===== src/design/gwns_pkg.sv =====
// Shared types and constants of the grid wavefront planner.
// No dependencies; imported by gwns_nbr, grid_wavefront_next_step and its testbench.

package gwns_pkg;

  // Fixed widths of the beat fields
  localparam int COORD_W    = 5;
  localparam int DIST_OUT_W = 11;

  // Largest distance the result field can carry
  localparam logic [DIST_OUT_W-1:0] DIST_MAX = 11'd2047;

  // Result status codes
  localparam logic [1:0] ST_WRITE    = 2'd0;
  localparam logic [1:0] ST_MOVE     = 2'd1;
  localparam logic [1:0] ST_ARRIVED  = 2'd2;
  localparam logic [1:0] ST_ENCLOSED = 2'd3;

  // Neighbor directions, in the tie-break order
  typedef enum logic [1:0] {
    DIR_XP = 2'd0,
    DIR_XM = 2'd1,
    DIR_YM = 2'd2,
    DIR_YP = 2'd3
  } dir_t;

endpackage


===== src/design/gwns_nbr.sv =====
// Shared neighbor step unit: one 4-connected neighbor of a base cell and
// whether it lies on the grid. Depends on gwns_pkg (dir_t).

module gwns_nbr
  import gwns_pkg::*;
#(
  parameter int GRID_SIDE = 32,
  localparam int CW = $clog2(GRID_SIDE)
) (
  input  logic [CW-1:0] base_x,
  input  logic [CW-1:0] base_y,
  input  dir_t          dir,
  output logic [CW-1:0] nbr_x,
  output logic [CW-1:0] nbr_y,
  output logic          nbr_ok
);

  localparam logic [CW-1:0] LAST = CW'(GRID_SIDE - 1);

  // Step one cell and flag steps that leave the grid
  always_comb begin
    nbr_x  = base_x;
    nbr_y  = base_y;
    nbr_ok = 1'b0;
    unique case (dir)
      DIR_XP: begin
        nbr_x  = base_x + CW'(1);
        nbr_ok = (base_x != LAST);
      end
      DIR_XM: begin
        nbr_x  = base_x - CW'(1);
        nbr_ok = (base_x != '0);
      end
      DIR_YM: begin
        nbr_y  = base_y - CW'(1);
        nbr_ok = (base_y != '0);
      end
      DIR_YP: begin
        nbr_y  = base_y + CW'(1);
        nbr_ok = (base_y != LAST);
      end
      default: begin
        nbr_ok = 1'b0;
      end
    endcase
  end

endmodule


===== config.mk =====
export PLATFORM = sky130hd
export DESIGN_NAME = gwns_nbr
export DESIGN_NICKNAME = d
export VERILOG_FILES = /design/src/design/gwns_pkg.sv /design/src/design/gwns_nbr.sv
export SDC_FILE = /design/constraint.sdc
export NUM_CORES = 1
export LEC_CHECK = 0
export ABC_CLOCK_PERIOD_IN_PS = 2550
export BUFFER_PORTS_ARGS = -buffer_cell sky130_fd_sc_hd__buf_2
export CORE_AREA = 2 2 39 41
export DETAILED_ROUTE_END_ITERATION = 10
export DIE_AREA = 0 0 41 43
export PLACE_DENSITY_LB_ADDON = 0.1
export SLEW_MARGIN = 20
export SYNTH_ARGS = -nofsm -noshare
export SYNTH_HDL_FRONTEND = slang
export SYNTH_SLANG_ARGS = --single-unit
export TNS_END_PERCENT = 1

===== constraint.sdc =====
create_clock -name vclk -period 2.55
set_input_delay 0 -clock vclk [all_inputs]
set_output_delay 0 -clock vclk [all_outputs]
set_load 0.03 [all_outputs]

==> load_flow_metrics.sql, run 1 <==
INSERT INTO impl_metrics (metric_group, metric, value, unit) VALUES
('drt', 'drt-initial-drc-count', '1', ''),
('pwr', 'total_power', '167', 'uW'),
('clock_tree', 'postCtsResizedCells', '0', ''),
('drt', 'wl_per_cell', '10.6', 'um'),
('critical_path', 'worst_setup_path_end_kind', 'output pin', ''),
('drt', 'met2RoutedLength', '647', 'um'),
('drt', 'number_of_optimization_iterations_in_the_first_detailed_route_pass', '2', ''),
('global_route', 'grt_pass1_vias', '451', ''),
('layout', 'antennaDiodeCount', '0', ''),
('critical_path', 'worst_ep_arrival_time', '1.67', 'ns'),
('layout', 'n_clock_buffer', '0', ''),
('critical_path', 'endpoint', 'nbr_y[4]', ''),
('place', 'dpl_worst_slack', '0.879', 'ns'),
('pwr', 'seq_power_share', '0', ''),
('drt', 'routed_wirelength', '1180', 'um'),
('layout', 'seqCellArea', '0', 'sq um'),
('sta', 'clock_period_minus_final_worst_setup_slack', '1.67', 'ns'),
('place', 'dp_hpwl', '997', 'um'),
('sta', 'timing_max_transition_violations_final', '0', ''),
('logic_synthesis', 'synthesis.instances', '76', ''),
('floorplanning', 'fp.dieArea', '1760', 'sq um'),
('logic_synthesis', 'synth_top_cell_by_area', 'ha_1', ''),
('critical_path', 'crit_fanout', '8', ''),
('sta', 'grt_setup_unrepaired', 'no', ''),
('logic_synthesis', 'cell_types_with_the_highest_counts_after_synthesis', '9 x ha_1, 7 x nand2_1, 7 x o21ai_0, 7 x xor2_1', ''),
('drt', 'remaining_drc_errors', '0', ''),
('floorplanning', 'chipHeight', '43', 'um'),
('pwr', 'leakagePower', '0.000329', 'uW'),
('critical_path', 'timing.critical_path.cells', 'buf_2, ha_1, inv_1, ha_1, nor2b_1, o21a_1, a211o_1, nand2_1, buf_2', ''),
('pwr', 'share_comb_of_total_power', '1.000', ''),
('critical_path', 'critical_path_required', '2.55', 'ns'),
('place', 'gpl.final_weighted_congestion', '0.684', ''),
('logic_synthesis', 'most_frequent_cell_after_synthesis', 'ha_1', ''),
('global_route', 'pin_count_of_the_biggest_net_entering_global_routing', '10', ''),
('drt', 'number_of_routed_nets_with_antenna_violations', '0', ''),
('critical_path', 'timing.critical_path.from_type', 'input pin', ''),
('logic_synthesis', 'synth.lib_cells_used.distinct', '30', ''),
('pwr', 'power_density', '262', 'nW/um^2'),
('floorplanning', 'fp.coreArea', '1380', 'sq um'),
('logic_synthesis', 'synth_top_area_frac', '0.213', ''),
('critical_path', 'startpoint_of_the_worst_setup_timing_path', 'dir[0]', ''),
('logic_synthesis', 'synth-warning-count', '0', ''),
('global_route', 'grt_first_pass_wirelength', '1800', 'um'),
('sta', 'share_of_the_clock_period_used_by_the_worst_path_after_layout', '0.654', ''),
('pwr', 'max-vdd-ir-drop', '152', 'uV'),
('logic_synthesis', 'synth-seq-area-share', '0', ''),
('global_route', 'grt_antenna_before_repair', '0', ''),
('clock_tree', 'hold_buffers', '0', ''),
('pwr', 'cell_internal_pwr', '59.7', 'uW'),
('sta', 'tns', '0', 'ns'),
('sta', 'final-setup-viol-count', '0', ''),
('run_status', 'run_status', 'complete, no violations', ''),
('pwr', 'netSwitchingFraction', '0.643', ''),
('layout', 'layout-area-overhead-vs-synth', '20.8', '%'),
('sta', 'remaining_max_slew_budget_at_the_tightest_pin', '0.732', ''),
('floorplanning', 'placementRows', '14', ''),
('sta', 'fmax', '0.599', 'GHz'),
('sta', 'finalHoldViolations', '0', ''),
('logic_synthesis', 'syn-mean-instance-area', '6.96', 'sq um'),
('sta', 'holdWs', '0.343', 'ns'),
('critical_path', 'setup.worst_path.class', 'input pin to output pin', ''),
('clock_tree', 'post_cts_buffers', '0', ''),
('floorplanning', 'initial_core_util', '0.382', ''),
('layout', 'fillers', '157', ''),
('drt', 'dr_total_vias', '568', ''),
('layout', 'finalInstanceArea', '639', 'sq um'),
('hold_path', 'worst_hold_path_type', 'input pin to output pin', ''),
('global_route', 'groute.usage.overall', '0.138', ''),
('pwr', 'netSwitchingPower', '108', 'uW'),
('layout', 'final_net_count', '119', ''),
('layout', 'seq_cell_count', '0', '');
[routing by layer]
metal	up-vias	track usage
met5	-	0
met3	0	0
met2	11	0.272
met1	254	0.162
li1	303	-
met4	0	0
[cells by family after synthesis]
family / after synthesis / share of synthesized area
buffers and inverters: 10 / 0.0898
multiplexers: 1 / 0.0213
adder cells (fa/ha/maj): 10 / 0.251
AND/OR/NAND/NOR: 25 / 0.251
XOR/XNOR: 9 / 0.149
AO/OA/AOI/OAI: 21 / 0.239
[cells in the final DEF (no fill, tap or decap), types with 5 or more instances in the layout]
master / synthesis / layout
xor2_1: 7 / 7
nand2_1: 7 / 7
a21oi_1: 5 / 5
buf_2: 1 / 23
inv_1: 6 / 6
o21ai_0: 7 / 7
nor2_1: 6 / 6
ha_1: 9 / 9
[area by class of cell]
class / instances / area (sq um) / area share
Timing Repair Buffer: 23 / 115 / 0.180
Multi-Input combinational cell: 66 / 482 / 0.753
Tap cell: 16 / 20.0 / 0.0313
Inverter: 6 / 22.5 / 0.0352
[through the flow]
step           utilization  instances
4_1_cts              0.462        111
2_1_floorplan            -         76
5_1_grt              0.462        111
3_5_place_dp         0.462        111
3_3_place_gp         0.462        111
6_report             0.462        111
[power by group through the flow]
stage	clock network, uW	logic [uW]	registers [uW]
after floorplan	0	122	0
after global placement	0	168	0
after detailed placement	0	169	0
after CTS	0	170	0
after global routing	0	185	0
final	0	167	0
[worst min-delay path by stage]
stage | startpoint | endpoint | slack [ns] | depth (start not counted)
floorplan | base_x[3] | nbr_x[3] | 0.18 | 1
global placement | base_x[4] | nbr_x[4] | 0.34 | 3
detailed placement | base_x[4] | nbr_x[4] | 0.35 | 3
CTS | base_x[4] | nbr_x[4] | 0.35 | 3
global route | base_x[4] | nbr_x[4] | 0.36 | 3
finish | base_x[4] | nbr_x[4] | 0.34 | 3
[worst max-delay path: cells and delay by family]
family,cells,cell delay [ns]
buffers and inverters,3,0.43
adder cells (fa/ha/maj),2,0.64
AO/OA/AOI/OAI,2,0.40
AND/OR/NAND/NOR,2,0.19
Note: power is estimated with default switching activity, not from simulation.
==> run 2: changes to the inputs <==
- ABC_AREA: unset -> 1
- ABC_CLOCK_PERIOD_IN_PS: 2550 -> 1350
- clock period: 2.55 -> 1.35 ns (I/O delays scaled with it)
==> load_flow_metrics.sql, run 2 <==
INSERT INTO impl_metrics (metric_group, metric, value, unit) VALUES
('sta', 'tns', '0', 'ns'),
('drt', 'vias_per_cell', '4.76', ''),
('floorplanning', 'chipHeight', '43', 'um'),
('logic_synthesis', 'synth_top_cell_by_area', 'nand2_1', ''),
('logic_synthesis', 'cell_types_with_the_highest_counts_after_synthesis', '34 x nand2_1, 18 x inv_1, 9 x ha_1', ''),
('layout', 'finalInstanceArea', '913', 'sq um'),
('place', 'gpl.final_weighted_congestion', '0.770', ''),
('logic_synthesis', 'synth-warning-count', '0', ''),
('layout', 'n_clock_buffer', '0', ''),
('sta', 'worst_tran_pin_value', '0.202', 'ns'),
('critical_path', 'timing.critical_path.cells', 'buf_8, ha_4, fa_2, inv_2, nand2_2, nand2_1, nand2_1, nand2_1, nand2_1, nand2_1, nand2_1, nand2_1, buf_6', ''),
('logic_synthesis', 'synth-seq-area-share', '0', ''),
('pwr', 'power_density', '473', 'nW/um^2'),
('layout', 'most-common-layout-cells', '30 x nand2_1, 18 x buf_2, 15 x inv_1', ''),
('global_route', 'grt_antenna_before_repair', '0', ''),
('pwr', 'max-vdd-ir-drop', '252', 'uV'),
('critical_path', 'setup.worst_path.class', 'input pin to output pin', ''),
('layout', 'final_net_count', '161', ''),
('layout', 'antennaDiodeCount', '0', ''),
('drt', 'number_of_routed_nets_with_antenna_violations', '0', ''),
('floorplanning', 'fp.coreArea', '1380', 'sq um'),
('layout', 'post_route_cells_drive_above_1_share', '0.431', ''),
('logic_synthesis', 'synth.lib_cells_used.distinct', '21', ''),
('drt', 'routed_wirelength', '1570', 'um'),
('floorplanning', 'fp.dieArea', '1760', 'sq um'),
('critical_path', 'timing.critical_path.from_type', 'input pin', ''),
('layout', 'area_used_by_multi_input_combinational_logic', '599', 'sq um'),
('sta', 'share_of_the_clock_period_used_by_the_worst_path_after_layout', '0.947', ''),
('layout', 'layout-area-overhead-vs-synth', '49.3', '%'),
('run_status', 'run_status', 'complete, no violations', ''),
('logic_synthesis', 'synthesis.instances', '107', ''),
('global_route', 'grt_pass1_vias', '642', ''),
('sta', 'fmax', '0.782', 'GHz'),
('logic_synthesis', 'synth_top_area_frac', '0.209', ''),
('critical_path', 'critPathMostFrequentCell', 'nand2_1', ''),
('clock_tree', 'hold_buffers', '0', ''),
('floorplanning', 'die-width', '41', 'um'),
('sta', 'timing_max_transition_violations_final', '0', ''),
('drt', 'remaining_drc_errors', '0', ''),
('floorplanning', 'initial_core_util', '0.442', ''),
('sta', 'final-setup-viol-count', '0', ''),
('pwr', 'leakagePower', '0.000501', 'uW'),
('layout', 'layout.cells.most_common', 'nand2_1', ''),
('layout', 'fillers', '128', ''),
('logic_synthesis', 'syn-mean-instance-area', '5.72', 'sq um'),
('layout', 'seq_cell_count', '0', ''),
('place', 'dp.cells', '152', ''),
('place', 'dp_hpwl', '1250', 'um'),
('critical_path', 'crit_fanout', '4', ''),
('critical_path', 'slowest_delay', '0.35', 'ns'),
('pwr', 'total_power', '432', 'uW'),
('logic_synthesis', 'syn-cell-area', '612', 'sq um'),
('drt', 'number_of_optimization_iterations_in_the_first_detailed_route_pass', '4', ''),
('sta', 'holdWs', '0.342', 'ns'),
('global_route', 'globalRoute.totalOverflow', '0', ''),
('layout', 'final_cell_count_no_fill', '153', ''),
('critical_path', 'critical_path_required', '1.35', 'ns'),
('logic_synthesis', 'synth_nets', '129', ''),
('job', 'maxCapViolations', '0', ''),
('drt', 'drt-initial-drc-count', '8', ''),
('place', 'placed_area', '792', 'sq um'),
('hold_path', 'worst_hold_path_type', 'input pin to output pin', ''),
('global_route', 'groute.usage.overall', '0.193', ''),
('global_route', 'pin_count_of_the_biggest_net_entering_global_routing', '7', ''),
('logic_synthesis', 'synth_top_cells_by_area', 'nand2_1 21%, ha_1 18%, inv_1 11%', ''),
('layout', 'seqCellArea', '0', 'sq um'),
('sta', 'remaining_max_slew_budget_at_the_tightest_pin', '0.866', ''),
('sta', 'clock_period_minus_final_worst_setup_slack', '1.28', 'ns'),
('place', 'placement.io_buffers', '23', ''),
('floorplanning', 'io-pin-count', '23', ''),
('floorplanning', 'placementRows', '14', ''),
('critical_path', 'worst_setup_path_end_kind', 'output pin', ''),
('drt', 'dr_total_vias', '729', ''),
('sta', 'finalHoldViolations', '0', ''),
('sta', 'grt_setup_unrepaired', 'yes', ''),
('critical_path', 'worst_ep_arrival_time', '1.28', 'ns'),
('drt', 'wl_per_cell', '10.2', 'um'),
('logic_synthesis', 'most_frequent_cell_after_synthesis', 'nand2_1', ''),
('global_route', 'grt_first_pass_wirelength', '2470', 'um'),
('critical_path', 'slowest_stage', 'fa_2', '');
run 2: per-stage QoR:
step                worst slack (ns)  utilization
floorplan                   -0.00186            -
global placement             -0.0502        0.572
detailed placement           -0.0897        0.572
CTS                           0.0146        0.618
global route                 -0.0289        0.660
finish                        0.0715        0.660
run 2: layer usage:
metal / GRT usage / share of wire / routed length (um)
met5: 0 / 0 / 0
met4: 0 / 0 / 0
met3: 0 / 0.031 / 49
met2: 0.413 / 0.59 / 928
met1: 0.194 / 0.38 / 590
run 2: worst max-delay path, delay by kind of cell:
kind	cells	cell delay, ns
fa+ha+maj	2	0.53
buf+inv	3	0.31
simple gates	8	0.44
run 2: logic make-up (layout without fill, tap and decap cells):
| logic type | after synthesis | count (layout) | synth area share |
|---|---|---|---|
| adder cells (fa/ha/maj) | 10 | 10 | 0.217 |
| buffers and inverters | 23 | 53 | 0.153 |
| AO/OA/AOI/OAI | 11 | 11 | 0.0940 |
| XOR/XNOR | 4 | 4 | 0.0573 |
| AND/OR/NAND/NOR | 59 | 59 | 0.479 |
run 2: report_power, final:
part	total (uW)	leakage [uW]	internal (uW)	switching [uW]
sequential	0	0	0	0
combinational	432	0.000501	170	262
clock	0	0	0	0
total	432	0.000501	170	262
run 2: worst paths after layout:
path	endpoint	slack, ns	cells after the start	startpoint
min	nbr_y[4]	0.34	4	base_y[4]
max	nbr_y[4]	0.07	13	dir[1]
run 2: repair_timing:
item	in CTS	in global routing
gates resized for setup	11	19
setup buffers	0	1
endpoints found under the setup margin	4	5
hold endpoints to repair	0	0
pin swaps	0	10
run 2: final cells by class:
cell class,count,area share
inverter,22,0.0959
multi-input combinational,84,0.656
tap,16,0.0219
timing repair buffer,31,0.226
==> run 3: changes to the inputs <==
- ABC_CLOCK_PERIOD_IN_PS: 1350 -> 1400
- clock period: 1.35 -> 1.4 ns (I/O delays scaled with it)
==> load_flow_metrics.sql, run 3 (synthesis gave the netlist of run 2 again) <==
INSERT INTO impl_metrics (metric_group, metric, value, unit) VALUES
('layout', 'seq_cell_count', '0', ''),
('floorplanning', 'placementRows', '14', ''),
('critical_path', 'crit_fanout', '4', ''),
('layout', 'final_net_count', '161', ''),
('drt', 'number_of_optimization_iterations_in_the_first_detailed_route_pass', '4', ''),
('job', 'maxCapViolations', '0', ''),
('critical_path', 'worst_ep_arrival_time', '1.35', 'ns'),
('critical_path', 'critical_path_required', '1.40', 'ns'),
('drt', 'routed_wirelength', '1480', 'um'),
('sta', 'grt_setup_unrepaired', 'yes', ''),
('layout', 'finalInstanceArea', '857', 'sq um'),
('pwr', 'power_density', '459', 'nW/um^2'),
('global_route', 'grt_pass1_vias', '643', ''),
('floorplanning', 'fp.coreArea', '1380', 'sq um'),
('drt', 'vias_per_cell', '4.92', ''),
('hold_path', 'worstHoldStart', 'base_y[4]', ''),
('critical_path', 'critPathMostFrequentCell', 'nand2_1', ''),
('layout', 'antennaDiodeCount', '0', ''),
('pwr', 'max-vdd-ir-drop', '276', 'uV'),
('pwr', 'leakagePower', '0.000493', 'uW'),
('sta', 'share_of_the_clock_period_used_by_the_worst_path_after_layout', '0.964', ''),
('drt', 'wl_per_cell', '9.69', 'um'),
('pwr', 'total_power', '393', 'uW'),
('layout', 'post_route_cells_drive_above_1_share', '0.372', ''),
('sta', 'finalHoldViolations', '0', ''),
('global_route', 'grt_antenna_before_repair', '0', ''),
('layout', 'layout-area-overhead-vs-synth', '40.1', '%'),
('global_route', 'grt_first_pass_wirelength', '2280', 'um'),
('critical_path', 'slowest_stage', 'fa_1', ''),
('run_status', 'run_status', 'complete, no violations', ''),
('place', 'placed_area', '800', 'sq um'),
('critical_path', 'timing.critical_path.from_type', 'input pin', ''),
('floorplanning', 'io-pin-count', '23', ''),
('critical_path', 'timing.critical_path.cells', 'buf_2, ha_4, fa_1, inv_1, nand2_1, nand2_1, nand2_1, nand2_1, nand2_1, nand2_1, nand2_1, nand2_1, buf_6', ''),
('floorplanning', 'die-width', '41', 'um'),
('layout', 'most-common-layout-cells', '33 x nand2_1, 19 x buf_2, 16 x inv_1', ''),
('critical_path', 'worst_setup_path_end_kind', 'output pin', ''),
('drt', 'number_of_routed_nets_with_antenna_violations', '0', ''),
('sta', 'timing_max_transition_violations_final', '0', ''),
('clock_tree', 'hold_buffers', '0', ''),
('global_route', 'globalRoute.totalOverflow', '0', ''),
('sta', 'clock_period_minus_final_worst_setup_slack', '1.35', 'ns'),
('sta', 'holdWs', '0.361', 'ns'),
('hold_path', 'worst_hold_path_type', 'input pin to output pin', ''),
('sta', 'remaining_max_slew_budget_at_the_tightest_pin', '0.808', ''),
('floorplanning', 'initial_core_util', '0.442', ''),
('sta', 'final-setup-viol-count', '0', ''),
('place', 'placement.io_buffers', '23', ''),
('critical_path', 'startpoint_of_the_worst_setup_timing_path', 'dir[0]', ''),
('drt', 'drt-initial-drc-count', '5', ''),
('sta', 'worst_tran_pin_value', '0.287', 'ns'),
('drt', 'remaining_drc_errors', '0', ''),
('place', 'dp_hpwl', '1260', 'um'),
('critical_path', 'slowest_delay', '0.35', 'ns'),
('layout', 'n_clock_buffer', '0', ''),
('global_route', 'groute.usage.overall', '0.174', ''),
('floorplanning', 'chipHeight', '43', 'um'),
('clock_tree', 'post_cts_buffers', '0', ''),
('clock_tree', 'postCtsResizedCells', '4', ''),
('critical_path', 'setup.worst_path.class', 'input pin to output pin', ''),
('drt', 'dr_total_vias', '753', ''),
('layout', 'seqCellArea', '0', 'sq um'),
('floorplanning', 'fp.dieArea', '1760', 'sq um'),
('sta', 'fmax', '0.741', 'GHz'),
('layout', 'layout.cells.most_common', 'nand2_1', ''),
('place', 'gpl.final_weighted_congestion', '0.778', ''),
('global_route', 'pin_count_of_the_biggest_net_entering_global_routing', '7', '');
==> run 3: changes by cell type in the layout (fill, tap and decap cells not counted), moves of 2 or more <==
cell / before / now
inv_4: 2 / 0
nand2_2: 5 / 2
nand2_1: 30 / 33
buf_6: 3 / 1
ha_1: 4 / 6
buf_4: 9 / 11
==> run 3: final timing paths <==
kind | to | slack [ns] | cells past startpoint
setup / recovery | nbr_y[4] | 0.05 | 13
hold / removal | nbr_y[4] | 0.36 | 4
==> run 3: final cells by class <==
| cell class | count | area, sq um |
|---|---|---|
| tap | 16 | 20.0 |
| inverter | 22 | 82.6 |
| fill | 154 | 527 |
| timing repair buffer | 31 | 189 |
| multi-input combinational | 84 | 566 |
==> run 3: power by group <==
part	internal (uW)	switching, uW
combinational	152	242
clock	0	0
sequential	0	0
==> run 3: metrics by stage <==
stage / TNS, ns / instances / worst slack [ns] / util
after CTS: -0.00957 / 153 / -0.00957 / 0.583
after detailed placement: -0.106 / 153 / -0.0618 / 0.578
after floorplan: 0 / 107 / 0.0481 / -
final: 0 / 153 / 0.0497 / 0.619
after global placement: -0.00609 / 153 / -0.00486 / 0.578
after global routing: -0.0934 / 153 / -0.0468 / 0.619
==> run 3: layer usage <==
layer	share of wire	routed length, um	GRT usage
met1	0.38	560	0.178
met2	0.57	848	0.369
met3	0.032	47	0
met4	0.017	25	0
met5	0	0	0
==> run 3: worst max-delay path: cells and delay by family <==
kind / cells / cell delay [ns]
buffers and inverters: 3 / 0.35
adders and majority gates: 2 / 0.53
and+or+nand+nor: 8 / 0.47
